$ cat config.mk
export PLATFORM = sky130hd
export DESIGN_NAME = fire_cellular_cooling_stencil
export DESIGN_NICKNAME = d
export VERILOG_FILES = /design/src/fccs_pkg.sv /design/src/fccs_window.sv /design/src/fire_cellular_cooling_stencil.sv
export SDC_FILE = /design/constraint.sdc
export NUM_CORES = 1
export LEC_CHECK = 0
export CAP_MARGIN = 20
export CORE_UTILIZATION = 67
export DETAILED_ROUTE_END_ITERATION = 10
export DONT_BUFFER_PORTS = 1
export GPL_TIMING_DRIVEN = 0
export PLACE_DENSITY = 0.83
export SYNTH_ARGS = -nofsm -noshare
export SYNTH_HDL_FRONTEND = slang
export SYNTH_SLANG_ARGS = --single-unit
export TNS_END_PERCENT = 5
$ cat constraint.sdc
create_clock -name i_clk -period 165.3 [get_ports i_clk]
set_clock_uncertainty 0.05 [all_clocks]
set_input_delay 33.06 -clock i_clk [delete_from_list [all_inputs] [get_ports i_clk]]
set_output_delay 33.06 -clock i_clk [all_outputs]
set_load 0.03 [all_outputs]
$ cat src/fccs_pkg.sv
`timescale 1ns / 1ps
`default_nettype none
// ----------------------------------------------------------------------------
// fccs_pkg: shared types, constants and functions of the fire cooling stencil
// Widths, reset values, the tap bundle and the cooling arithmetic.
// ----------------------------------------------------------------------------
package fccs_pkg;

    localparam int          ROW_WIDTH_DEF = 128;
    localparam int          HEAT_W        = 8;
    localparam int          DAMP_W        = 10;
    localparam int          SUM_W         = 10;
    localparam logic [HEAT_W-1:0] HOT_LIMIT   = 8'd96;
    localparam logic [DAMP_W-1:0] DAMPING_RST = 10'd6;

    // Partial sums formed from the window taps at accept time
    typedef struct packed {
        logic [SUM_W-1:0] base;     // upper row triple plus center
        logic [SUM_W-1:0] hot_add;  // center row triple plus newest pixel
        logic             hot;      // center above the hot limit
        logic             produce;  // window full, a result is due
    } t_taps;

    // Blend when hot, subtract the cooling offset, divide by four, clamp at zero
    function automatic logic [HEAT_W-1:0] cool_value(
        input logic [SUM_W-1:0]  base,
        input logic [SUM_W-1:0]  hot_add,
        input logic              hot,
        input logic [DAMP_W-1:0] damping
    );
        logic [SUM_W:0]   total;
        logic [SUM_W-1:0] sum;
        logic [SUM_W-1:0] diff;
        total = {1'b0, base} + {1'b0, hot_add};
        sum   = hot ? total[SUM_W:1] : base;
        diff  = sum - damping;
        return (sum >= damping) ? diff[SUM_W-1:2] : '0;
    endfunction

endpackage
`default_nettype wire

$ cat src/fccs_window.sv
`timescale 1ns / 1ps
`default_nettype none
// ----------------------------------------------------------------------------
// fccs_window: pixel delay line and frame position counter
// Shifts one heat byte per transaction and forms the two neighbor sums.
// ----------------------------------------------------------------------------
module fccs_window #(
    parameter int ROW_WIDTH = fccs_pkg::ROW_WIDTH_DEF
) (
    input  wire logic                        i_clk,
    input  wire logic                        i_rst_n,
    input  wire logic                        i_accept,
    input  wire logic [fccs_pkg::HEAT_W-1:0] i_heat_in,
    input  wire logic                        i_last_in,
    output fccs_pkg::t_taps                  o_taps
);

    localparam int WIN_DEPTH = 2 * ROW_WIDTH + 1;
    localparam int POS_W     = $clog2(3 * ROW_WIDTH + 1);
    localparam logic [POS_W-1:0] START_COUNT = POS_W'(3 * ROW_WIDTH);

    logic [fccs_pkg::HEAT_W-1:0] r_win [WIN_DEPTH];
    logic [POS_W-1:0]            r_pos;
    logic [POS_W-1:0]            n_pos;

    // Delay line: r_win[k] holds the pixel taken k+1 transactions ago
    always_ff @(posedge i_clk) begin
        if (i_accept) begin
            r_win[0] <= i_heat_in;
            for (int k = 1; k < WIN_DEPTH; k++) begin
                r_win[k] <= r_win[k-1];
            end
        end
    end

    always_comb begin
        n_pos = r_pos;
        if (i_last_in) begin
            n_pos = '0;
        end else if (r_pos < START_COUNT) begin
            n_pos = r_pos + 1'b1;
        end
    end

    always_ff @(posedge i_clk) begin
        if (!i_rst_n) begin
            r_pos <= '0;
        end else if (i_accept) begin
            r_pos <= n_pos;
        end
    end

    always_comb begin
        o_taps.base    = {2'b00, r_win[2*ROW_WIDTH]}   + {2'b00, r_win[2*ROW_WIDTH-1]}
                       + {2'b00, r_win[2*ROW_WIDTH-2]} + {2'b00, r_win[ROW_WIDTH-1]};
        o_taps.hot_add = {2'b00, r_win[ROW_WIDTH]}     + {2'b00, r_win[ROW_WIDTH-1]}
                       + {2'b00, r_win[ROW_WIDTH-2]}   + {2'b00, i_heat_in};
        o_taps.hot     = r_win[ROW_WIDTH-1] > fccs_pkg::HOT_LIMIT;
        o_taps.produce = r_pos >= START_COUNT;
    end

endmodule
`default_nettype wire

$ cat src/fire_cellular_cooling_stencil.sv
`timescale 1ns / 1ps
`default_nettype none
// A result goes through stage 1 and the result register before it appears on o_valid.
// Throughput: one pixel per cycle when not stalled; the delay line and a two-register pipeline set it.
// The first 3*ROW_WIDTH pixels of a frame give no result; after that each pixel gives one.
// Reset (synchronous, active low) clears the position counter, the pipeline valids
// and sets damping to 6; the delay line is not cleared, it refills before use.
// ----------------------------------------------------------------------------
// fire_cellular_cooling_stencil: streaming fire cooling stencil
// Sums neighbors from a 2W+1 pixel delay line, blends hot pixels with the row
// below, subtracts the damping offset and divides by four.
// ----------------------------------------------------------------------------
module fire_cellular_cooling_stencil #(
    parameter int ROW_WIDTH = fccs_pkg::ROW_WIDTH_DEF
) (
    input  wire logic                        i_clk,
    input  wire logic                        i_rst_n,
    // configuration
    input  wire logic                        i_damping_we,
    input  wire logic [fccs_pkg::DAMP_W-1:0] i_damping,
    // input channel
    input  wire logic                        i_valid,
    output      logic                        o_stall,
    input  wire logic [fccs_pkg::HEAT_W-1:0] i_heat_in,
    input  wire logic                        i_last_in,
    // output channel
    output      logic                        o_valid,
    input  wire logic                        i_stall,
    output      logic [fccs_pkg::HEAT_W-1:0] o_heat_out,
    output      logic                        o_last_out
);

    logic [fccs_pkg::DAMP_W-1:0] r_damping;

    fccs_pkg::t_taps             w_taps;
    logic                        w_accept;
    logic                        w_adv;
    logic                        w_s1_free;

    // stage 1: partial sums of one transaction
    logic                        r_s1_valid;
    logic [fccs_pkg::SUM_W-1:0]  r_s1_base;
    logic [fccs_pkg::SUM_W-1:0]  r_s1_hot_add;
    logic                        r_s1_hot;
    logic                        r_s1_last;

    // result register
    logic                        r_out_valid;
    logic [fccs_pkg::HEAT_W-1:0] r_out_heat;
    logic                        r_out_last;

    // Output register moves when empty or taken; stage 1 frees up with it
    assign w_adv     = !r_out_valid || !i_stall;
    assign w_s1_free = !r_s1_valid || w_adv;
    assign o_stall   = !w_s1_free;
    assign w_accept  = i_valid && w_s1_free;

    always_ff @(posedge i_clk) begin
        if (!i_rst_n) begin
            r_damping <= fccs_pkg::DAMPING_RST;
        end else if (i_damping_we) begin
            r_damping <= i_damping;
        end
    end

    fccs_window #(
        .ROW_WIDTH (ROW_WIDTH)
    ) u_window (
        .i_clk     (i_clk),
        .i_rst_n   (i_rst_n),
        .i_accept  (w_accept),
        .i_heat_in (i_heat_in),
        .i_last_in (i_last_in),
        .o_taps    (w_taps)
    );

    // Stage 1: valid only for transactions that produce a result; sums load on every accept
    always_ff @(posedge i_clk) begin
        if (!i_rst_n) begin
            r_s1_valid <= 1'b0;
        end else if (w_s1_free) begin
            r_s1_valid <= w_accept && w_taps.produce;
        end
    end

    always_ff @(posedge i_clk) begin
        if (w_accept) begin
            r_s1_base    <= w_taps.base;
            r_s1_hot_add <= w_taps.hot_add;
            r_s1_hot     <= w_taps.hot;
            r_s1_last    <= i_last_in;
        end
    end

    // Result register: finish the cooling arithmetic on the way out
    always_ff @(posedge i_clk) begin
        if (!i_rst_n) begin
            r_out_valid <= 1'b0;
        end else if (w_adv) begin
            r_out_valid <= r_s1_valid;
        end
    end

    always_ff @(posedge i_clk) begin
        if (w_adv && r_s1_valid) begin
            r_out_heat <= fccs_pkg::cool_value(r_s1_base, r_s1_hot_add, r_s1_hot,
                                               r_damping);
            r_out_last <= r_s1_last;
        end
    end

    assign o_valid    = r_out_valid;
    assign o_heat_out = r_out_heat;
    assign o_last_out = r_out_last;

`ifndef SYNTHESIS
    // Full pipeline with a stalled result must hold off the input side
    a_full_stalls: assert property (@(posedge i_clk) disable iff (!i_rst_n)
        (r_out_valid && i_stall && r_s1_valid) |-> o_stall)
        else $error("input taken while pipeline full");

    // A producing transaction always lands in stage 1
    a_s1_loads: assert property (@(posedge i_clk) disable iff (!i_rst_n)
        (w_accept && w_taps.produce) |=> r_s1_valid)
        else $error("producing transaction lost");

    // Taken result with nothing behind it leaves the output empty
    a_out_drains: assert property (@(posedge i_clk) disable iff (!i_rst_n)
        (r_out_valid && !i_stall && !r_s1_valid) |=> !r_out_valid)
        else $error("result repeated");
`endif

endmodule
`default_nettype wire

### After elaboration in Yosys (flattened, before gate mapping)

Memories as Yosys holds them, arrays and structs flattened.
Cells that the tools add are included.

| word-level totals | value |
|---|---|
| register bits after elaboration | 52 |
| RAM bits | 2056 |
| input bits | 24 |
| output and inout bits | 11 |
| logic and storage cells | 40 |
| memories kept | 1 |

| operators by class | value |
|---|---|
| add/sub/neg operators | 9 |
| order comparisons | 4 |
| muxes and demuxes | 5 |
| reduce and logical (&&, ||, !) cells | 11 |

Memories:

| name | depth | bits a word | rd ports | clocked after Yosys merged registers in | write ports | line | RTL |
|---|---|---|---|---|---|---|---|
| u_window.r_win | 257 | 8 | 257 | 0 | 257 | fccs_window.sv:22 | `logic [fccs_pkg::HEAT_W-1:0] r_win [WIN_DEPTH];` |

Operator list:

| cell | number |
|---|---|
| adder 10 x 8 -> 10 bit | 4 |
| adder 8 x 8 -> 9 bit | 2 |
| two-way mux 9 bit | 2 |
| adder 10 x 10 -> 11 bit | 1 |
| >= comparator 10 bit | 1 |
| two-way mux 10 bit | 1 |
| subtractor 10 bit | 1 |
| adder 9 x 1 -> 9 bit, second input constant | 1 |
| >= comparator 9 bit, second input constant | 1 |
| less-than comparator 9 bit, second input constant | 1 |
| > comparator 8 x 7 -> 1 bit, second input constant | 1 |
| zero test 1 bit | 4 |
| logical AND 1 bit | 3 |
| logical OR 1 bit | 2 |
| two-way mux 1 bit | 2 |
| AND reduction 2 bit | 1 |
| nonzero test 2 bit | 1 |

### Depth between registers and ports, before layout

| depth | value |
|---|---|
| depth after elaboration | 6 |
| depth in mapped cells | 14 |
| mapped depth without buffers | 14 |

### Cells and area by module

From an unflattened synthesis, not the netlist that was laid out.

| second synthesis, totals | value |
|---|---|
| cell total of the unflattened synthesis | 2512 |
| area total of the unflattened synthesis | 66135.9 um^2 |

Modules (own cells, without submodules):

| module | times used | cells an instance | area each (um^2) | seq. area each (um^2) |
|---|---|---|---|---|
| fccs_window | 1 | 2286 | 63667.3 | 61919.4 |
| fire_cellular_cooling_stencil | 1 | 226 | 2468.6 | 1171.1 |

### Least setup slack after synthesis

No wires, ideal clock.

| timing path | value |
|---|---|
| kind | input-to-reg |
| start point | input i_stall |
| end point | register u_window.r_pos[3] |
| setup time | 0.166 ns |
| arrival | 83.066 ns |
| required time | 165.084 ns |
| setup slack | 82.019 ns |
| cell stages on the path | 6 |
| path buffers | 0 |
| cells stage by stage | nand3_1 -> and2_1 -> o21a_1 -> nand4_1 -> xor2_1 -> nor2_1 |

| between the ends | value |
|---|---|
| cells in the longest elaborated chain, start to end | 5 |

Ends and longest elaborated chain:

| item | line | RTL |
|---|---|---|
| start: declaration | fire_cellular_cooling_stencil.sv:28 | `input wire logic i_stall,` |
| zero test 1 bit | fire_cellular_cooling_stencil.sv:53 | `assign w_adv = !r_out_valid \|\| !i_stall;` |
| logical OR 1 bit | fire_cellular_cooling_stencil.sv:53 |  |
| logical OR 1 bit | fire_cellular_cooling_stencil.sv:54 | `assign w_s1_free = !r_s1_valid \|\| w_adv;` |
| logical AND 1 bit | fire_cellular_cooling_stencil.sv:56 | `assign w_accept = i_valid && w_s1_free;` |
| net u_window.i_accept | fccs_window.sv:12 | `input wire logic i_accept,` |
| AND reduction 2 bit (no source line) | -- |  |
| end signal: assignment | fccs_window.sv:49 | `r_pos <= n_pos;` |
| end: declaration | fccs_window.sv:23 | `logic [POS_W-1:0] r_pos;` |

The timed path passes the listed nets, and every way through them passes these cells.
A chain may end at the register's enable or synchronous reset.

### Worst setup path in the final report

| timing path | value |
|---|---|
| start point | input i_stall |
| end point | output o_stall |

| between the ends | value |
|---|---|
| cells in the longest elaborated chain, start to end | 4 |

Ends and longest elaborated chain:

| item | line | RTL |
|---|---|---|
| zero test 1 bit | fire_cellular_cooling_stencil.sv:53 |  |
| logical OR 1 bit | fire_cellular_cooling_stencil.sv:53 |  |
| logical OR 1 bit | fire_cellular_cooling_stencil.sv:54 |  |
| zero test 1 bit | fire_cellular_cooling_stencil.sv:55 | `assign o_stall = !w_s1_free;` |
| end: declaration | fire_cellular_cooling_stencil.sv:23 | `output logic o_stall,` |

Every way passes these cells.

==> flow_results.xml <==
<?xml version="1.0" encoding="UTF-8"?>
<metrics>
  <group name="status">
    <metric name="run_status" unit="">completed</metric>
  </group>
  <group name="worst_hold_path">
    <metric name="whs_endpoint" unit="">u_window.r_win[0][1441]</metric>
    <metric name="min_path_type" unit="">flip-flop to flip-flop</metric>
    <metric name="worstHoldPathCells" unit="">0</metric>
    <metric name="worst_hold_startpoint" unit="">u_window.r_win[0][1433]</metric>
  </group>
  <group name="floorplan">
    <metric name="placeableCoreArea" unit="um^2">97100</metric>
    <metric name="die-area" unit="um^2">99900</metric>
    <metric name="overall_die_height" unit="um">316</metric>
    <metric name="rows" unit="">114</metric>
    <metric name="initial_cell_density_of_the_core" unit="%">68.0</metric>
    <metric name="floorplan.io_pins" unit="">35</metric>
    <metric name="die_width" unit="um">316</metric>
  </group>
  <group name="yosys">
    <metric name="number_of_synthesized_flops_with_an_enable_pin" unit="">2087</metric>
    <metric name="cell_area_after_technology_mapping" unit="um^2">66100</metric>
    <metric name="synth-adder-area-share" unit="%">1.62</metric>
    <metric name="synth_simple_gate_area_share" unit="%">0.803</metric>
    <metric name="synth.distinct_cells" unit="">43</metric>
    <metric name="syn_area_per_cell" unit="um^2">26.3</metric>
    <metric name="syn-instance-count" unit="">2513</metric>
    <metric name="ys_ff_latch" unit="">2108</metric>
    <metric name="synthesis.nets" unit="">2610</metric>
    <metric name="ys.warnings.count" unit="">0</metric>
    <metric name="synthMuxAreaShare" unit="%">0.288</metric>
    <metric name="synthXorXnorAreaFrac" unit="%">0.543</metric>
    <metric name="synth_compound_area_share" unit="%">0.835</metric>
    <metric name="synth-main-ff-cell" unit="">edfxtp_1</metric>
    <metric name="main_combinational_cell_family_by_area_after_synthesis" unit="">adder cells</metric>
    <metric name="async_flop_share" unit="%">0</metric>
    <metric name="ys_seq_area_share" unit="%">95.5</metric>
  </group>
  <group name="timing">
    <metric name="timing.max_slew.rel_slack" unit="%">62.7</metric>
    <metric name="final-hold-violation-count" unit="">0</metric>
    <metric name="drv_slew" unit="">0</metric>
    <metric name="min_period_over_period" unit="%">40.3</metric>
    <metric name="report.final.setup_viol" unit="">0</metric>
    <metric name="maximum_clock_frequency" unit="MHz">15.0</metric>
    <metric name="grt_setup_unrepaired" unit="">false</metric>
    <metric name="setup-tns-final" unit="ps">0</metric>
    <metric name="worstMarginPinSlew" unit="ps">559</metric>
    <metric name="finalCriticalPeriod" unit="ps">66570</metric>
    <metric name="post-route-worst-setup-slack" unit="ps">98730</metric>
  </group>
  <group name="worst_setup_path">
    <metric name="timing.critical_path.to_type" unit="">primary output</metric>
    <metric name="critPathTopFamily" unit="">buffers and inverters</metric>
    <metric name="worst-endpoint-required" unit="ps">132190</metric>
    <metric name="timing.critical_path.from_type" unit="">input pin</metric>
    <metric name="worstReg2RegStart" unit="">u_window.r_win[0][1016]</metric>
    <metric name="regToRegSetupSlack" unit="ps">160860</metric>
    <metric name="critical_path.reg2reg.endpoint" unit="">r_s1_hot_add[8]</metric>
    <metric name="worst-path-buf-inv" unit="">1</metric>
    <metric name="rr_worst_depth" unit="">14</metric>
    <metric name="arrival" unit="ps">33460</metric>
    <metric name="critical_path.slowest_cell" unit="">inv_1</metric>
    <metric name="cpPeakStageDelay" unit="ps">270</metric>
    <metric name="critical_path.max_fanout" unit="">4</metric>
    <metric name="timing.critical_path.cells" unit="">nand3_1, inv_1</metric>
    <metric name="setup.worst_path.class" unit="">input pin to primary output</metric>
  </group>
  <group name="global_route">
    <metric name="grt_remaining_overflow" unit="">0</metric>
    <metric name="gr-usage-all-layers" unit="%">23.1</metric>
    <metric name="first_pass_grt_wire_length" unit="mm">164</metric>
    <metric name="vias_in_the_first_global_route" unit="">25200</metric>
    <metric name="antenna_violations_before_repair" unit="">0</metric>
    <metric name="pin_count_of_the_biggest_net_entering_global_routing" unit="">87</metric>
  </group>
  <group name="routing">
    <metric name="number_of_drc_markers_in_iteration_0" unit="">2495</metric>
    <metric name="detail_route.wirelength" unit="mm">110</metric>
    <metric name="viasPerCell" unit="">5.79</metric>
    <metric name="detail_route.first_pass.iterations" unit="">5</metric>
    <metric name="wl_per_cell" unit="um">26.6</metric>
    <metric name="drc" unit="">0</metric>
    <metric name="detail-route-antenna-nets" unit="">0</metric>
    <metric name="vias" unit="">24000</metric>
  </group>
  <group name="final_layout">
    <metric name="nNetsFinal" unit="">2825</metric>
    <metric name="area_growth_synth_to_finish" unit="%">12.3</metric>
    <metric name="finish.utilization" unit="%">76.4</metric>
    <metric name="final_layout_size_suffix_gt1_share" unit="%">10.2</metric>
    <metric name="num-fill-cells" unit="">4533</metric>
  </group>
  <group name="place">
    <metric name="detailed_place_hpwl" unit="mm">45.5</metric>
    <metric name="gp_routability_congestion" unit="">0.794</metric>
    <metric name="place_worst_setup_slack" unit="ps">98740</metric>
    <metric name="numPortBuffers" unit="">0</metric>
  </group>
  <group name="clock_network">
    <metric name="clockBufferDepth" unit="">3</metric>
    <metric name="post_cts_buffers" unit="">0</metric>
    <metric name="tritoncts" unit="">done</metric>
    <metric name="worstSkewPairLatency" unit="ps">800</metric>
    <metric name="cts_made_buffers" unit="">183</metric>
    <metric name="cts_repair_resized_insts" unit="">0</metric>
    <metric name="cts.htree.levels" unit="">4</metric>
    <metric name="cts.hold.buffers_added" unit="">0</metric>
    <metric name="clk_pin_slew" unit="ps">70</metric>
    <metric name="clock_tree.root_cell" unit="">clkbuf_16</metric>
    <metric name="cts.sinks" unit="">2108</metric>
  </group>
  <group name="job">
    <metric name="maxCapViolations" unit="">0</metric>
  </group>
  <group name="pwr">
    <metric name="vdd.ir_drop.worst" unit="uV">12.4</metric>
    <metric name="leakagePower" unit="uW">0.0253</metric>
    <metric name="cellPowerDensity" unit="nW/um^2">15.2</metric>
  </group>
</metrics>
## report_power, final
part / leakage, uW / switching, uW / internal [uW] / total, uW
logic: 0.00195 / 43.0 / 26.3 / 69.2
registers: 0.0206 / 13.7 / 625 / 639
clock network: 0.00281 / 195 / 228 / 423
total: 0.0253 / 251 / 880 / 1130
## synth_stat cells (all sizes together) (5+ instances only)
cell type  instances  area (um^2)
xnor2             25          219
nand2             27          101
edfxtp          2087        62700
o21bai             6         45.0
nand3              5         25.0
inv               78          293
mux2               8         90.1
nor3               9         45.0
nor2              30          113
ha                52          651
fa                21          420
o21ai             19         98.9
a21o              13         97.6
mux2i             10          100
xor2              16          140
o211ai             6         45.0
dfxtp             21          420
a21oi             27          135
nor2b             13         88.8
## stage by stage
step	hold slack, ps	std cells	total power, uW	area [um^2]
2_1_floorplan	350	2513	740	66100
3_3_place_gp	351	3789	766	67700
3_5_place_dp	355	3819	712	68500
4_1_cts	336	4147	1140	74200
5_1_grt	351	4147	1170	74200
6_report	345	4148	1130	74200
## how the worst max path moves through the flow
stage                       start                endpoint  slack, ps  depth (start not counted)
after global placement    i_stall  u_window.r_win[0][247]      72150                          2
after CTS                 i_stall                 o_stall      98740                          2
after floorplan           i_stall       u_window.r_pos[3]      82020                          6
after detailed placement  i_stall                 o_stall      98740                          2
after global routing      i_stall                 o_stall      98700                          2
final                     i_stall                 o_stall      98730                          2
## flip-flops by register name, summed over array words and instances (netlist names)
register and count:
r_s1_base 10, r_s1_hot_add 10, r_s1_valid 1, o_valid 1, o_heat_out 8, u_window.r_win 2056, u_window.r_pos 9, r_s1_hot 1
r_s1_last 1, o_last_out 1, r_damping 10
## placed cells by master (no fill, tap or decap), types with 8 or more instances in the layout
cell and count:
nand2_1 27, o21ai_0 18, inv_1 78, fa_1 21, clkbuf_1 41, a21o_1 13, clkinv_2 32, ha_1 52
dfxtp_1 21, a21oi_1 27, bufinv_16 13, edfxtp_1 2087, mux2_2 8, nor3_1 9, xnor2_1 25, buf_16 28
nor2_1 30, clkinv_1 38, clkbuf_16 185, nor2b_1 12, xor2_1 16, mux2i_1 10
## per-layer routing
metal	up-vias	part of all wire, %	track usage (%)
li1	10400	-	-
met1	12600	41	30.7
met2	837	53	39.7
met3	165	4.5	3.70
met4	0	2.2	7.66
met5	-	0	0
## cell type report
cell class                      count  area [um^2]  area share, %
Antenna cell                        1         2.50        0.00337
Buffer                              3         11.3         0.0152
Clock buffer                      228         4810           6.48
Clock inverter                    100          930           1.25
Inverter                           78          293          0.394
Multi-Input combinational cell    324         2710           3.64
Sequential cell                  2108        63100           85.0
Tap cell                         1276         1600           2.15
Timing Repair Buffer               30          798           1.08
## cells by family (layout without fill, tap and decap cells)
group | after synthesis | count (layout)
DFF | 2108 | 2108
and+or+nand+nor | 105 | 105
AOI/OAI and AO/OA | 87 | 87
buffers and inverters | 81 | 439
adders and majority gates | 73 | 73
xor gates and xnor gates | 41 | 41
muxes | 18 | 18
other | 0 | 1
Note: power is estimated with default switching activity, not from simulation.
